File: config.mk
export PLATFORM = sky130hd
export DESIGN_NAME = nmea_rmc_sentence_framer
export DESIGN_NICKNAME = d
export VERILOG_FILES = /design/src/rtl/core/nmea_pkg.sv /design/src/rtl/core/nmea_frm_track.sv /design/src/rtl/core/nmea_frm_outreg.sv /design/src/rtl/core/nmea_rmc_sentence_framer.sv
export SDC_FILE = /design/constraint.sdc
export NUM_CORES = 1
export LEC_CHECK = 0
export ABC_AREA = 1
export BUFFER_PORTS_ARGS = -buffer_cell sky130_fd_sc_hd__buf_2
export CORE_ASPECT_RATIO = 0.9
export CORE_MARGIN = 4
export CORE_UTILIZATION = 50
export DETAILED_ROUTE_END_ITERATION = 10
export GPL_TIMING_DRIVEN = 0
export PLACE_DENSITY = 0.76
export REMOVE_ABC_BUFFERS = 1
export SETUP_SLACK_MARGIN = 0.02
export SLEW_MARGIN = 25
export SYNTH_ARGS = -nofsm -noshare
export SYNTH_HDL_FRONTEND = slang
export SYNTH_SLANG_ARGS = --single-unit
File: constraint.sdc
create_clock -name clk -period 3 [get_ports clk]
set_input_delay 0.6 -clock clk [delete_from_list [all_inputs] [get_ports clk]]
set_output_delay 0.6 -clock clk [all_outputs]
set_load 0.01 [all_outputs]
File: src/rtl/core/nmea_pkg.sv
// Shared constants and result type for the NMEA RMC sentence framer.
package nmea_pkg;

    localparam int unsigned BYTE_W  = 8;
    localparam int unsigned INDEX_W = 7;

    localparam logic [INDEX_W-1:0] LAST_INDEX = 7'd75;
    localparam logic [INDEX_W-1:0] HEADER_END = 7'd5;
    localparam logic [INDEX_W-1:0] POS_FIRST  = 7'd0;
    localparam logic [INDEX_W-1:0] POS_FIFTH  = 7'd4;
    localparam logic [INDEX_W-1:0] POS_SIXTH  = 7'd5;

    localparam logic [BYTE_W-1:0] CH_DOLLAR = 8'h24;
    localparam logic [BYTE_W-1:0] CH_M      = 8'h4D;
    localparam logic [BYTE_W-1:0] CH_C      = 8'h43;
    localparam logic [BYTE_W-1:0] CH_NL     = 8'h0A;

    typedef struct packed {
        logic               wrote;
        logic [INDEX_W-1:0] write_index;
        logic [BYTE_W-1:0]  write_value;
        logic               frame_done;
        logic [INDEX_W-1:0] frame_length;
    } nmea_result_t;

endpackage

File: src/rtl/core/nmea_frm_track.sv
// Line position tracker: header capture, RMC filter, frame completion and clamp.
module nmea_frm_track
    import nmea_pkg::*;
(
    input  logic                clk,
    input  logic                rst_n,
    input  logic                step,
    input  logic [BYTE_W-1:0]   byte_in,
    output nmea_result_t        result
);

    logic [INDEX_W-1:0] count_reg;
    logic [INDEX_W-1:0] count_next;
    logic [BYTE_W-1:0]  first_reg;
    logic [BYTE_W-1:0]  first_next;
    logic [BYTE_W-1:0]  fifth_reg;
    logic [BYTE_W-1:0]  fifth_next;
    logic [BYTE_W-1:0]  sixth_reg;
    logic [BYTE_W-1:0]  sixth_next;
    logic [INDEX_W-1:0] count_in;
    logic [INDEX_W-1:0] count_inc;
    logic               is_rmc;

    assign count_in  = (byte_in == CH_DOLLAR) ? '0 : count_reg;
    assign count_inc = count_in + INDEX_W'(1);
    assign is_rmc    = (first_reg == CH_DOLLAR) && (fifth_reg == CH_M) && (sixth_reg == CH_C);

    always_comb
    begin
        result     = '0;
        count_next = count_in;
        first_next = first_reg;
        fifth_next = fifth_reg;
        sixth_next = sixth_reg;
        if (count_in <= HEADER_END)
        begin
            if (count_in == POS_FIRST)
                first_next = byte_in;
            if (count_in == POS_FIFTH)
                fifth_next = byte_in;
            if (count_in == POS_SIXTH)
                sixth_next = byte_in;
            result.wrote       = 1'b1;
            result.write_index = count_in;
            result.write_value = byte_in;
            count_next         = count_inc;
        end
        else if (is_rmc)
        begin
            result.wrote       = 1'b1;
            result.write_index = count_in;
            result.write_value = byte_in;
            if (byte_in == CH_NL)
            begin
                result.frame_done   = 1'b1;
                result.frame_length = count_inc;
                count_next          = '0;
                first_next          = '0;
                fifth_next          = '0;
                sixth_next          = '0;
            end
            else if (count_inc >= LAST_INDEX)
            begin
                count_next = LAST_INDEX;
                if (count_in == LAST_INDEX)
                    result.write_value = '0;
            end
            else
            begin
                count_next = count_inc;
            end
        end
    end

    always_ff @(posedge clk or negedge rst_n)
    begin
        if (!rst_n)
            count_reg <= '0;
        else if (step)
            count_reg <= count_next;
    end

    always_ff @(posedge clk)
    begin
        if (step)
        begin
            first_reg <= first_next;
            fifth_reg <= fifth_next;
            sixth_reg <= sixth_next;
        end
    end

    a_count_bound: assert property (@(posedge clk) disable iff (!rst_n)
        count_reg <= LAST_INDEX)
        else $error("line position beyond last index");

    a_done_restart: assert property (@(posedge clk) disable iff (!rst_n)
        step && result.frame_done |=> count_reg == '0)
        else $error("position not restarted after frame");

    a_done_length: assert property (@(posedge clk) disable iff (!rst_n)
        step && result.frame_done |->
            result.wrote && (result.frame_length == result.write_index + INDEX_W'(1)))
        else $error("frame length does not match newline position");

    a_dollar_start: assert property (@(posedge clk) disable iff (!rst_n)
        step && (byte_in == CH_DOLLAR) |-> result.wrote && (result.write_index == '0))
        else $error("dollar did not restart the line");

endmodule

File: src/rtl/core/nmea_frm_outreg.sv
// Result register holding one transaction until the receiver takes it.
module nmea_frm_outreg
    import nmea_pkg::*;
(
    input  logic          clk,
    input  logic          rst_n,
    input  logic          load,
    input  nmea_result_t  result_in,
    input  logic          out_ready,
    output logic          out_valid,
    output logic          free,
    output nmea_result_t  result_out
);

    logic         valid_reg;
    nmea_result_t data_reg;

    assign free       = !valid_reg || out_ready;
    assign out_valid  = valid_reg;
    assign result_out = data_reg;

    always_ff @(posedge clk or negedge rst_n)
    begin
        if (!rst_n)
            valid_reg <= 1'b0;
        else if (load)
            valid_reg <= 1'b1;
        else if (out_ready)
            valid_reg <= 1'b0;
    end

    always_ff @(posedge clk)
    begin
        if (load)
            data_reg <= result_in;
    end

    a_load_when_free: assert property (@(posedge clk) disable iff (!rst_n)
        load |-> free)
        else $error("result register overwritten while held");

    a_load_shows: assert property (@(posedge clk) disable iff (!rst_n)
        load |=> valid_reg)
        else $error("loaded result not presented");

    a_hold_stall: assert property (@(posedge clk) disable iff (!rst_n)
        valid_reg && !out_ready |=> valid_reg && $stable(data_reg))
        else $error("stalled result changed");

endmodule

File: src/rtl/core/nmea_rmc_sentence_framer.sv
// Top level of the NMEA RMC sentence framer: input register, tracker, result register.
//
// Input channel: in_valid / in_ready carry one received GPS character, rx_byte,
// per transaction. Output channel: out_valid / out_ready carry one result per
// character: wrote, write_index and write_value describe the line store write
// (all zero when the character is dropped), frame_done and frame_length report
// a completed RMC sentence.
// A character taken into the input register is processed by the tracker and loaded
// into the result register, which presents its result until the receiver takes it.
// Throughput: one character per cycle while the receiver does not stall, set by the
// combinational compare and count step between the input and result registers.
// Reset clears the line position and both valid flags; the header copies are not
// reset and are rebuilt from the characters at line positions 0, 4 and 5.
// When the receiver stalls, the result register holds its transaction, the
// input register holds one more character, and in_ready drops until the
// receiver takes the held result.
module nmea_rmc_sentence_framer
    import nmea_pkg::*;
(
    input  logic               clk,
    input  logic               rst_n,
    input  logic               in_valid,
    output logic               in_ready,
    input  logic [BYTE_W-1:0]  rx_byte,
    output logic               out_valid,
    input  logic               out_ready,
    output logic               wrote,
    output logic [INDEX_W-1:0] write_index,
    output logic [BYTE_W-1:0]  write_value,
    output logic               frame_done,
    output logic [INDEX_W-1:0] frame_length
);

    logic              in_valid_reg;
    logic [BYTE_W-1:0] byte_reg;
    logic              out_free;
    logic              advance;
    nmea_result_t      step_result;
    nmea_result_t      held_result;

    assign advance  = in_valid_reg && out_free;
    assign in_ready = !in_valid_reg || out_free;

    always_ff @(posedge clk or negedge rst_n)
    begin
        if (!rst_n)
            in_valid_reg <= 1'b0;
        else if (in_ready)
            in_valid_reg <= in_valid;
    end

    always_ff @(posedge clk)
    begin
        if (in_ready && in_valid)
            byte_reg <= rx_byte;
    end

    nmea_frm_track u_track (
        .clk     (clk),
        .rst_n   (rst_n),
        .step    (advance),
        .byte_in (byte_reg),
        .result  (step_result)
    );

    nmea_frm_outreg u_outreg (
        .clk        (clk),
        .rst_n      (rst_n),
        .load       (advance),
        .result_in  (step_result),
        .out_ready  (out_ready),
        .out_valid  (out_valid),
        .free       (out_free),
        .result_out (held_result)
    );

    assign wrote        = held_result.wrote;
    assign write_index  = held_result.write_index;
    assign write_value  = held_result.write_value;
    assign frame_done   = held_result.frame_done;
    assign frame_length = held_result.frame_length;

    a_no_drop: assert property (@(posedge clk) disable iff (!rst_n)
        in_valid_reg && !out_free |=> in_valid_reg && $stable(byte_reg))
        else $error("held character lost while result stalled");

    a_fill: assert property (@(posedge clk) disable iff (!rst_n)
        in_valid && in_ready |=> in_valid_reg)
        else $error("accepted character not registered");

    a_ready_when_empty: assert property (@(posedge clk) disable iff (!rst_n)
        !in_valid_reg |-> in_ready)
        else $error("input stalled with empty register");

endmodule
# --- Yosys cells after proc, flatten, opt, wreduce, memory -nomap -nowiden ---
# Cells that the tools add are included.
word_totals:
  register_bits: 65
  output_inout_bits: 26
op_classes:
  bitwise_logic: 2
  magnitude_cmp: 2
  addsub: 1
  n_reduce_logical: 17
  n_mux: 21
  eq_ne: 11
op_table:
  columns: ["operator", "count"]
  rows:
  - ["2-to-1 mux 8 bit", 12]
  - ["2-to-1 mux 7 bit", 5]
  - ["2-to-1 mux 24 bit", 1]
  - ["== test 8 x 6 -> 1 bit, second input constant", 2]
  - ["== test 8 x 7 -> 1 bit, second input constant", 2]
  - ["2-to-1 mux 15 bit", 1]
  - ["== test 7 x 3 -> 1 bit, second input constant", 2]
  - ["AND reduction 4 bit", 3]
  - ["== test 8 x 4 -> 1 bit, second input constant", 1]
  - ["adder 7 x 1 -> 7 bit, second input constant", 1]
  - ["== test 7 bit, second input constant", 1]
  - ["greater-or-equal comparator 7 bit, second input constant", 1]
  - ["less-or-equal comparator 7 x 3 -> 1 bit, second input constant", 1]
  - ["zero test 7 bit", 1]
  - ["!= test 2 bit, second input constant", 3]
  - ["nonzero test 2 bit", 3]
  - ["logical AND 1 bit", 4]
  - ["OR reduction 3 bit", 1]
  - ["zero test 1 bit", 2]
  - ["logical OR 1 bit", 2]
  - ["2-to-1 mux 1 bit", 2]
  - ["NOT 1 bit", 2]
  - ["OR reduction 2 bit", 1]

# --- Logic depth before layout (Yosys ltp) ---
# Gate-level depths: netlist of the first run.
depth:
  ltp_word: 8
  depth_mapped: 19
  depth_no_buf: 18

# --- By module ---
# From an unflattened synthesis of the first run, not the netlist that was laid out.
hier_totals:
  hier_cells: 275
  area_unflattened_um2: 3084.2
by_module_without_submodules:
  columns: ["mod", "n_inst", "area_each_um2", "cells_each", "seq_area_each_um2"]
  rows:
  - ["nmea_frm_track", 1, 2025.7, 230, 895.9]
  - ["nmea_frm_outreg", 1, 765.7, 29, 745.7]
  - ["nmea_rmc_sentence_framer", 1, 292.8, 16, 265.3]

# --- Worst setup path before layout of the first run ---
# Ideal clock, no wire load.
synth_path:
  path_type: "input-to-reg"
  startpoint: "input out_ready"
  endpoint: "register u_track.fifth_reg[0] (enable)"
  setup_time_ns: 0.375
  n_path_buf: 1
  path_slack_ns: 0.139
  path_stages: 7
  arrival_ns: 2.486
  path_cell_list: "inv_1 nand2_1 nand2_1 inv_1 clkbuf_1 nand2_1 a21oi_1"
synth_via:
  elab_chain_len: 3
synth_rtl:
  columns: ["item", "line", "source"]
  rows:
  - ["start, declared", "nmea_rmc_sentence_framer.sv:26", "input logic out_ready,"]
  - ["logical OR 1 bit", "nmea_frm_outreg.sv:18", "assign free = !valid_reg || out_ready;"]
  - ["logical AND 1 bit", "nmea_rmc_sentence_framer.sv:41", "assign advance = in_valid_reg && out_free;"]
  - ["named net advance", "nmea_rmc_sentence_framer.sv:37", "logic advance;"]
  - ["AND reduction 4 bit (no source line)", null, null]
  - ["end signal, assigned", "nmea_frm_track.sv:88", "fifth_reg <= fifth_next;"]
  - ["end, declared", "nmea_frm_track.sv:16", "logic [BYTE_W-1:0] fifth_reg;"]
# The timed path passes the listed nets, and every way through them passes these cells.
# A chain may end at the register's enable or synchronous reset.

# --- Worst setup path in the final report of the first run ---
layout_path:
  startpoint: "register byte_reg[4]"
  endpoint: "register u_track.first_reg[6] (enable)"
layout_via:
  elab_chain_len: 5
layout_rtl:
  columns: ["item", "line", "source"]
  rows:
  - ["start, declared", "nmea_rmc_sentence_framer.sv:35", "logic [BYTE_W-1:0] byte_reg;"]
  - ["start signal, assigned", "nmea_rmc_sentence_framer.sv:55", "byte_reg <= rx_byte;"]
  - ["== test 8 x 6 -> 1 bit", "nmea_frm_track.sv:24", "assign count_in = (byte_in == CH_DOLLAR) ? '0 : count_reg;"]
  - ["2-to-1 mux 7 bit", "nmea_frm_track.sv:24", null]
  - ["less-or-equal comparator 7 x 3 -> 1 bit or zero test 7 bit (tied branches)", "nmea_frm_track.sv:35, nmea_frm_track.sv:37", null]
  - ["!= test 2 bit (no source line) or nonzero test 2 bit (tied branches)", null, null]
  - ["AND reduction 4 bit (no source line) (*)", null, null]
  - ["end signal, assigned", "nmea_frm_track.sv:87", "first_reg <= first_next;"]
  - ["end, declared", "nmea_frm_track.sv:14", "logic [BYTE_W-1:0] first_reg;"]
# Every way passes the cells marked *; elsewhere a longest branch is shown, timed or not.

==> results.cfg, run 1 <==
[finish]
final_nets = 341
largest_reg_flops = 24
drive_gt1_frac = 0.273
fin_cells = 400
syn_to_final_growth_pct = 16.4
utilization = 0.610
final_cell_mix = 58 x nand2_1, 56 x edfxtp_1, 37 x buf_2, 36 x nor2_1, 29 x inv_1
finalInstanceArea_um2 = 3510
antenna_cells = 0
final_common_cell = nand2_1

[critical_path]
slowest_delay_ps = 650
worstSetupPathType = flop to flop
cp-start-kind = flop
arrival_ps = 2810
crit_top_cell = nand2_1
crit_buf_inv = 2
r2r_slack_ps = 160
endpoint_kind = flop
cp_slowest_cell = a21oi_1
cp_top_family = simple AND/OR/NAND/NOR gates
worstPathRequired_ps = 2970
worstPathCellList = inv_2 > nand2_2 > nor2_2 > nand2_2 > nand2_1 > ha_1 > nand3_4 > nand2_8 > inv_8 > nand2_1 > nand2_1 > a21oi_1
path_max_fanout = 18

[clock_tree]
cts_max_path_buffers = 2
cts_hold_buf = 0
numCtsBuffers = 9
cts_tree = built
post_cts_resized = 0
cts_setup_buffers = 0
clock-sinks = 65
clk_pin_slew_worst_paths_ps = 70
cts_max_level = 3
clock-root-buffer = clkbuf_8
clkLatencyLatePin_ps = 350

[synthesis]
yosys_most_used_dff = edfxtp_1
avgSynthCellArea_um2 = 10.8
async_reset_ff_frac = 0.138
synth_cell_type_count = 34
synth.ff_latch_count = 65
ys_warn_count = 0
synth_edf_count = 56
syn_inst = 280
ys_seq_area_frac = 0.632
synthesis.area_um2 = 3020

[power]
leakagePower_uw = 0.00155
p_clk_frac = 0.324
swShare = 0.325
vdd_ir_drop_max_mv = 0.540
pwr-share-seq = 0.413
combPwrFrac = 0.263
p_int_uw = 1860
total_power_uw = 2760
power_density_nw_per_um2 = 785
p_switching_uw = 896

[global_route]
grt_pass1_wl_um = 9770
use_met3 = 0.0668
gr-usage-met2 = 0.273
grt_max_degree = 35
grt_overflow = 0
grt_pass1_vias = 1991
gr-usage-all-layers = 0.178
busiest_layer = met2
antenna_found_initial = 0
groute.layer.met1.usage = 0.217

[die]
io_pins = 38
die_h_um = 81.7
core_um2 = 5760
initial_core_util = 0.524
die_x_um = 89.9
dieArea_um2 = 7350
rows = 26

[sta]
max_freq_mhz = 352
final_max_slew_viol_count = 0
slew-limit-headroom = 0.452
worstMarginPinSlew_ps = 815
rsz0062_at_grt = true
setup_slack_ps = 159
report.final.hold_viol_count = 0
period_needed_ps = 2840
setup_viol = 0
period_share = 0.947
fin_skew_ps = 11.0

[route]
wl_per_cell_um = 14.5
drc_errors = 0
ant_nets = 0
drt_wl_total_um = 5820
viasPerCell = 5.28
dr.pass1.iters = 4
vias = 2112
drtIter0Drc = 222

[outcome]
status = finished clean

[placement]
gp_congestion = 0.887
pre_cts_ws_ps = 171
dp_hpwl_um = 4260
placed_area_um2 = 3270
io_buffers = 37
dp_cells = 384

[flow_run]
drv_cap = 0

[worst_hold_path]
hold_class = input port to asynchronous set/reset pin
power groups by stage:
stage          logic, uW  registers [uW]  clock network [uW]
2_1_floorplan        529            1160                   0
4_1_cts              716            1140                 907
6_report             725            1140                 892
5_1_grt              839            1150                 951
3_3_place_gp         698            1150                   0
3_5_place_dp         712            1160                   0
worst register-to-register path: stages, from the launching register on:
cell,delay [ps]
edfxtp_1,460
inv_2,110
nand2_2,50
nor2_2,90
nand2_2,210
nand2_1,220
ha_1,210
nand3_4,120
nand2_8,120
inv_8,80
nand2_1,60
nand2_1,90
a21oi_1,650
final timing paths:
| path | from | end | cells past startpoint |
|---|---|---|---|
| max in group asynchronous | rst_n | u_track.count_reg[3] | 1 |
| min reg2reg | u_outreg.out_valid | u_outreg.out_valid | 2 |
| max reg2reg | byte_reg[4] | u_track.first_reg[6] | 12 |
| min | rst_n | u_track.count_reg[2] | 1 |
| min in group clk | rx_byte[2] | byte_reg[2] | 1 |
| max | byte_reg[4] | u_track.first_reg[6] | 12 |
logic make-up after synthesis:
kind of cell               after synthesis  share of synthesized area
and+or+nand+nor                        137                      0.228
DFF                                     65                      0.632
buffers and inverters                   43                     0.0597
AOI/OAI and AO/OA                       31                     0.0642
adders and majority gates                4                     0.0166
synthesized netlist by cell type (2+ instances only):
cell | number | area, um2
a21oi_1 | 13 | 65.1
a21oi_2 | 4 | 35.0
dfrtp_1 | 9 | 225
edfxtp_1 | 56 | 1680
ha_1 | 4 | 50.1
inv_1 | 30 | 113
inv_2 | 7 | 26.3
nand2_1 | 58 | 218
nand2_2 | 8 | 50.1
nand2_4 | 2 | 22.5
nand2_8 | 2 | 40.0
nand3_1 | 9 | 45.0
nand3_2 | 5 | 50.1
nand3b_1 | 4 | 30.0
nand4_1 | 6 | 37.5
nor2_1 | 36 | 135
nor2_2 | 4 | 25.0
o21ai_1 | 2 | 10.0
o22ai_1 | 6 | 37.5
routing by layer:
layer / wire length, um / up-vias
met1: 2510 / 965
met5: 0 / -
met2: 2640 / 102
li1: - / 1033
met4: 97 / 0
met3: 568 / 12
final cells by class:
class / count / area (um2)
inverter: 40 / 160
clock inverter: 7 / 118
multi-input combinational: 172 / 932
fill: 463 / 2240
timing repair buffer: 37 / 185
clock buffer: 9 / 124
tap: 70 / 87.6
sequential: 65 / 1910
metrics by stage:
step / hold slack (ps) / setup TNS, ps
after global routing: 94.7 / -1910
after floorplan: 304 / 0
after global placement: 477 / -3350
after CTS: 97.2 / 0
after detailed placement: 479 / 0
final: 108 / 0
Power figures use the tool's default switching activity.
==> run 2, diff against run 1 <==
Settings changed: RECOVER_POWER set to 25.
==> run 2 against run 1 <==
Net effect:
- clock power barely moved
- fmax about the same
- sequential cell count stayed put
- non-clock buffer count stayed put
- core utilization shrank 0.15 points
- worst hold slack improved by 120 ps
- sequential share of layout area rose by 0.14 points
- power down 0.12%
- clock skew is essentially flat
- critical path type unchanged
- highest routed layer unchanged
==> results.cfg, run 2 (synthesis results as in run 1) <==
[critical_path]
r2r_slack_ps = 160
reg2reg_from = byte_reg[4]
arrival_ps = 2810
r2r_cells = 13
path_max_fanout = 18
cp-start-kind = flop
worstSetupPathType = flop to flop
rr_endpoint = u_track.first_reg[6]
worstPathRequired_ps = 2970
endpoint_kind = flop

[power]
p_switching_uw = 896
p_clk_frac = 0.323
total_power_uw = 2750
combPwrFrac = 0.263
swShare = 0.325
p_int_uw = 1860
vdd_ir_drop_max_mv = 0.540
power_density_nw_per_um2 = 786
pwr-share-seq = 0.414
leakagePower_uw = 0.00153

[finish]
final_cell_mix = 58 x nand2_1, 56 x edfxtp_1, 36 x nor2_1, 30 x buf_2, 29 x inv_1
multiInputGateArea_um2 = 932
antenna_cells = 0
num-fill-cells = 469
syn_to_final_growth_pct = 16.1
largest_reg_flops = 24
final_common_cell = nand2_1
final_nets = 341
seqCellArea_um2 = 1910
drive_gt1_frac = 0.252
utilization = 0.609

[die]
rows = 26
dieArea_um2 = 7350
die_x_um = 89.9
io_pins = 38
die_h_um = 81.7
initial_core_util = 0.524
core_um2 = 5760

[route]
drt_wl_total_um = 5830
dr.pass1.iters = 4
viasPerCell = 5.22
drtIter0Drc = 192
ant_nets = 0
wl_per_cell_um = 14.6
vias = 2086
drc_errors = 0

[sta]
period_needed_ps = 2840
setup_viol = 0
report.final.hold_viol_count = 0
final_max_slew_viol_count = 0
fin_skew_ps = 11.4
slew-limit-headroom = 0.446
rsz0062_at_grt = true
finalSetupTns_ps = 0
max_freq_mhz = 352
period_share = 0.947
worstMarginPinSlew_ps = 823

[global_route]
grt_overflow = 0
grt_pass1_wl_um = 9770
grt_max_degree = 35
grt_pass1_vias = 1991
antenna_found_initial = 0
gr-usage-all-layers = 0.178

[outcome]
status = finished clean

[clock_tree]
cts_tree = built
clock-root-buffer = clkbuf_8
clk_pin_slew_worst_paths_ps = 70
clock-sinks = 65
clkLatencyLatePin_ps = 340
numCtsBuffers = 9
cts_max_path_buffers = 2
cts_max_level = 3

[worst_hold_path]
hold_class = input port to asynchronous set/reset pin

[placement]
dp_hpwl_um = 4260
gp_congestion = 0.887
io_buffers = 37

[flow_run]
drv_cap = 0
==> run 2: cell count changes in the layout (fill, tap and decap cells not counted) <==
cell      before  now
buf_2         37   30
clkbuf_1       0    7
==> run 2: worst max path at each step <==
stage,startpoint,endpoint,slack [ps],cells after the start
CTS,byte_reg[4],u_track.first_reg[6],150,13
detailed placement,byte_reg[3],u_track.first_reg[6],170,13
floorplan,out_ready,u_track.fifth_reg[0],480,6
finish,byte_reg[4],u_track.first_reg[6],160,13
global route,byte_reg[5],u_track.fifth_reg[7],-90,12
global placement,out_ready,u_track.first_reg[6],-160,7
==> run 2: routing by layer <==
layer  global-route usage  routed length (um)  vias to the layer above
li1                     -                   -                     1034
met1                0.217                2490                      948
met2                0.273                2670                       96
met3               0.0668                 605                        8
met4                0.106                  74                        0
met5                    0                   0                        -
==> run 2: worst max-delay path: stages, from the launching register on <==
cell and delay (ps):
edfxtp_1 450, inv_2 110, nand2_2 50, nor2_2 90, nand2_2 210, nand2_1 190, nand2_1 90, inv_2 110
nand3_2 140, nand2_8 150, inv_8 80, nand2_1 60, nand2_1 90, a21oi_1 650
==> run 2: repair_timing <==
action	in CTS	in global routing
setup buffers	0	0
endpoints found under the setup margin	0	24
gates resized for setup	0	0
hold buffers	0	0
==> run 2: area by class of cell <==
| class | count | area share |
|---|---|---|
| clock buffers | 9 | 0.0353 |
| clock inverters | 7 | 0.0336 |
| inverters | 40 | 0.0457 |
| multi-input cells | 172 | 0.266 |
| flip-flops and latches | 65 | 0.544 |
| well taps | 70 | 0.0250 |
| repair buffers | 37 | 0.0503 |
==> run 2: stage by stage <==
step	setup slack [ps]	cell area [um2]	hold slack, ps	std cells
2_1_floorplan	477	3000	304	277
3_3_place_gp	-159	3270	477	384
3_5_place_dp	171	3270	479	384
4_1_cts	152	3510	97.2	400
5_1_grt	-94.4	3500	243	400
6_report	158	3500	231	400
==> run 2: power groups by stage <==
stage | Clock, uW | Sequential (uW) | Combinational (uW)
final | 889 | 1140 | 725
after global routing | 951 | 1150 | 836
after CTS | 907 | 1140 | 716
after detailed placement | 0 | 1160 | 712
after global placement | 0 | 1150 | 698
after floorplan | 0 | 1160 | 529
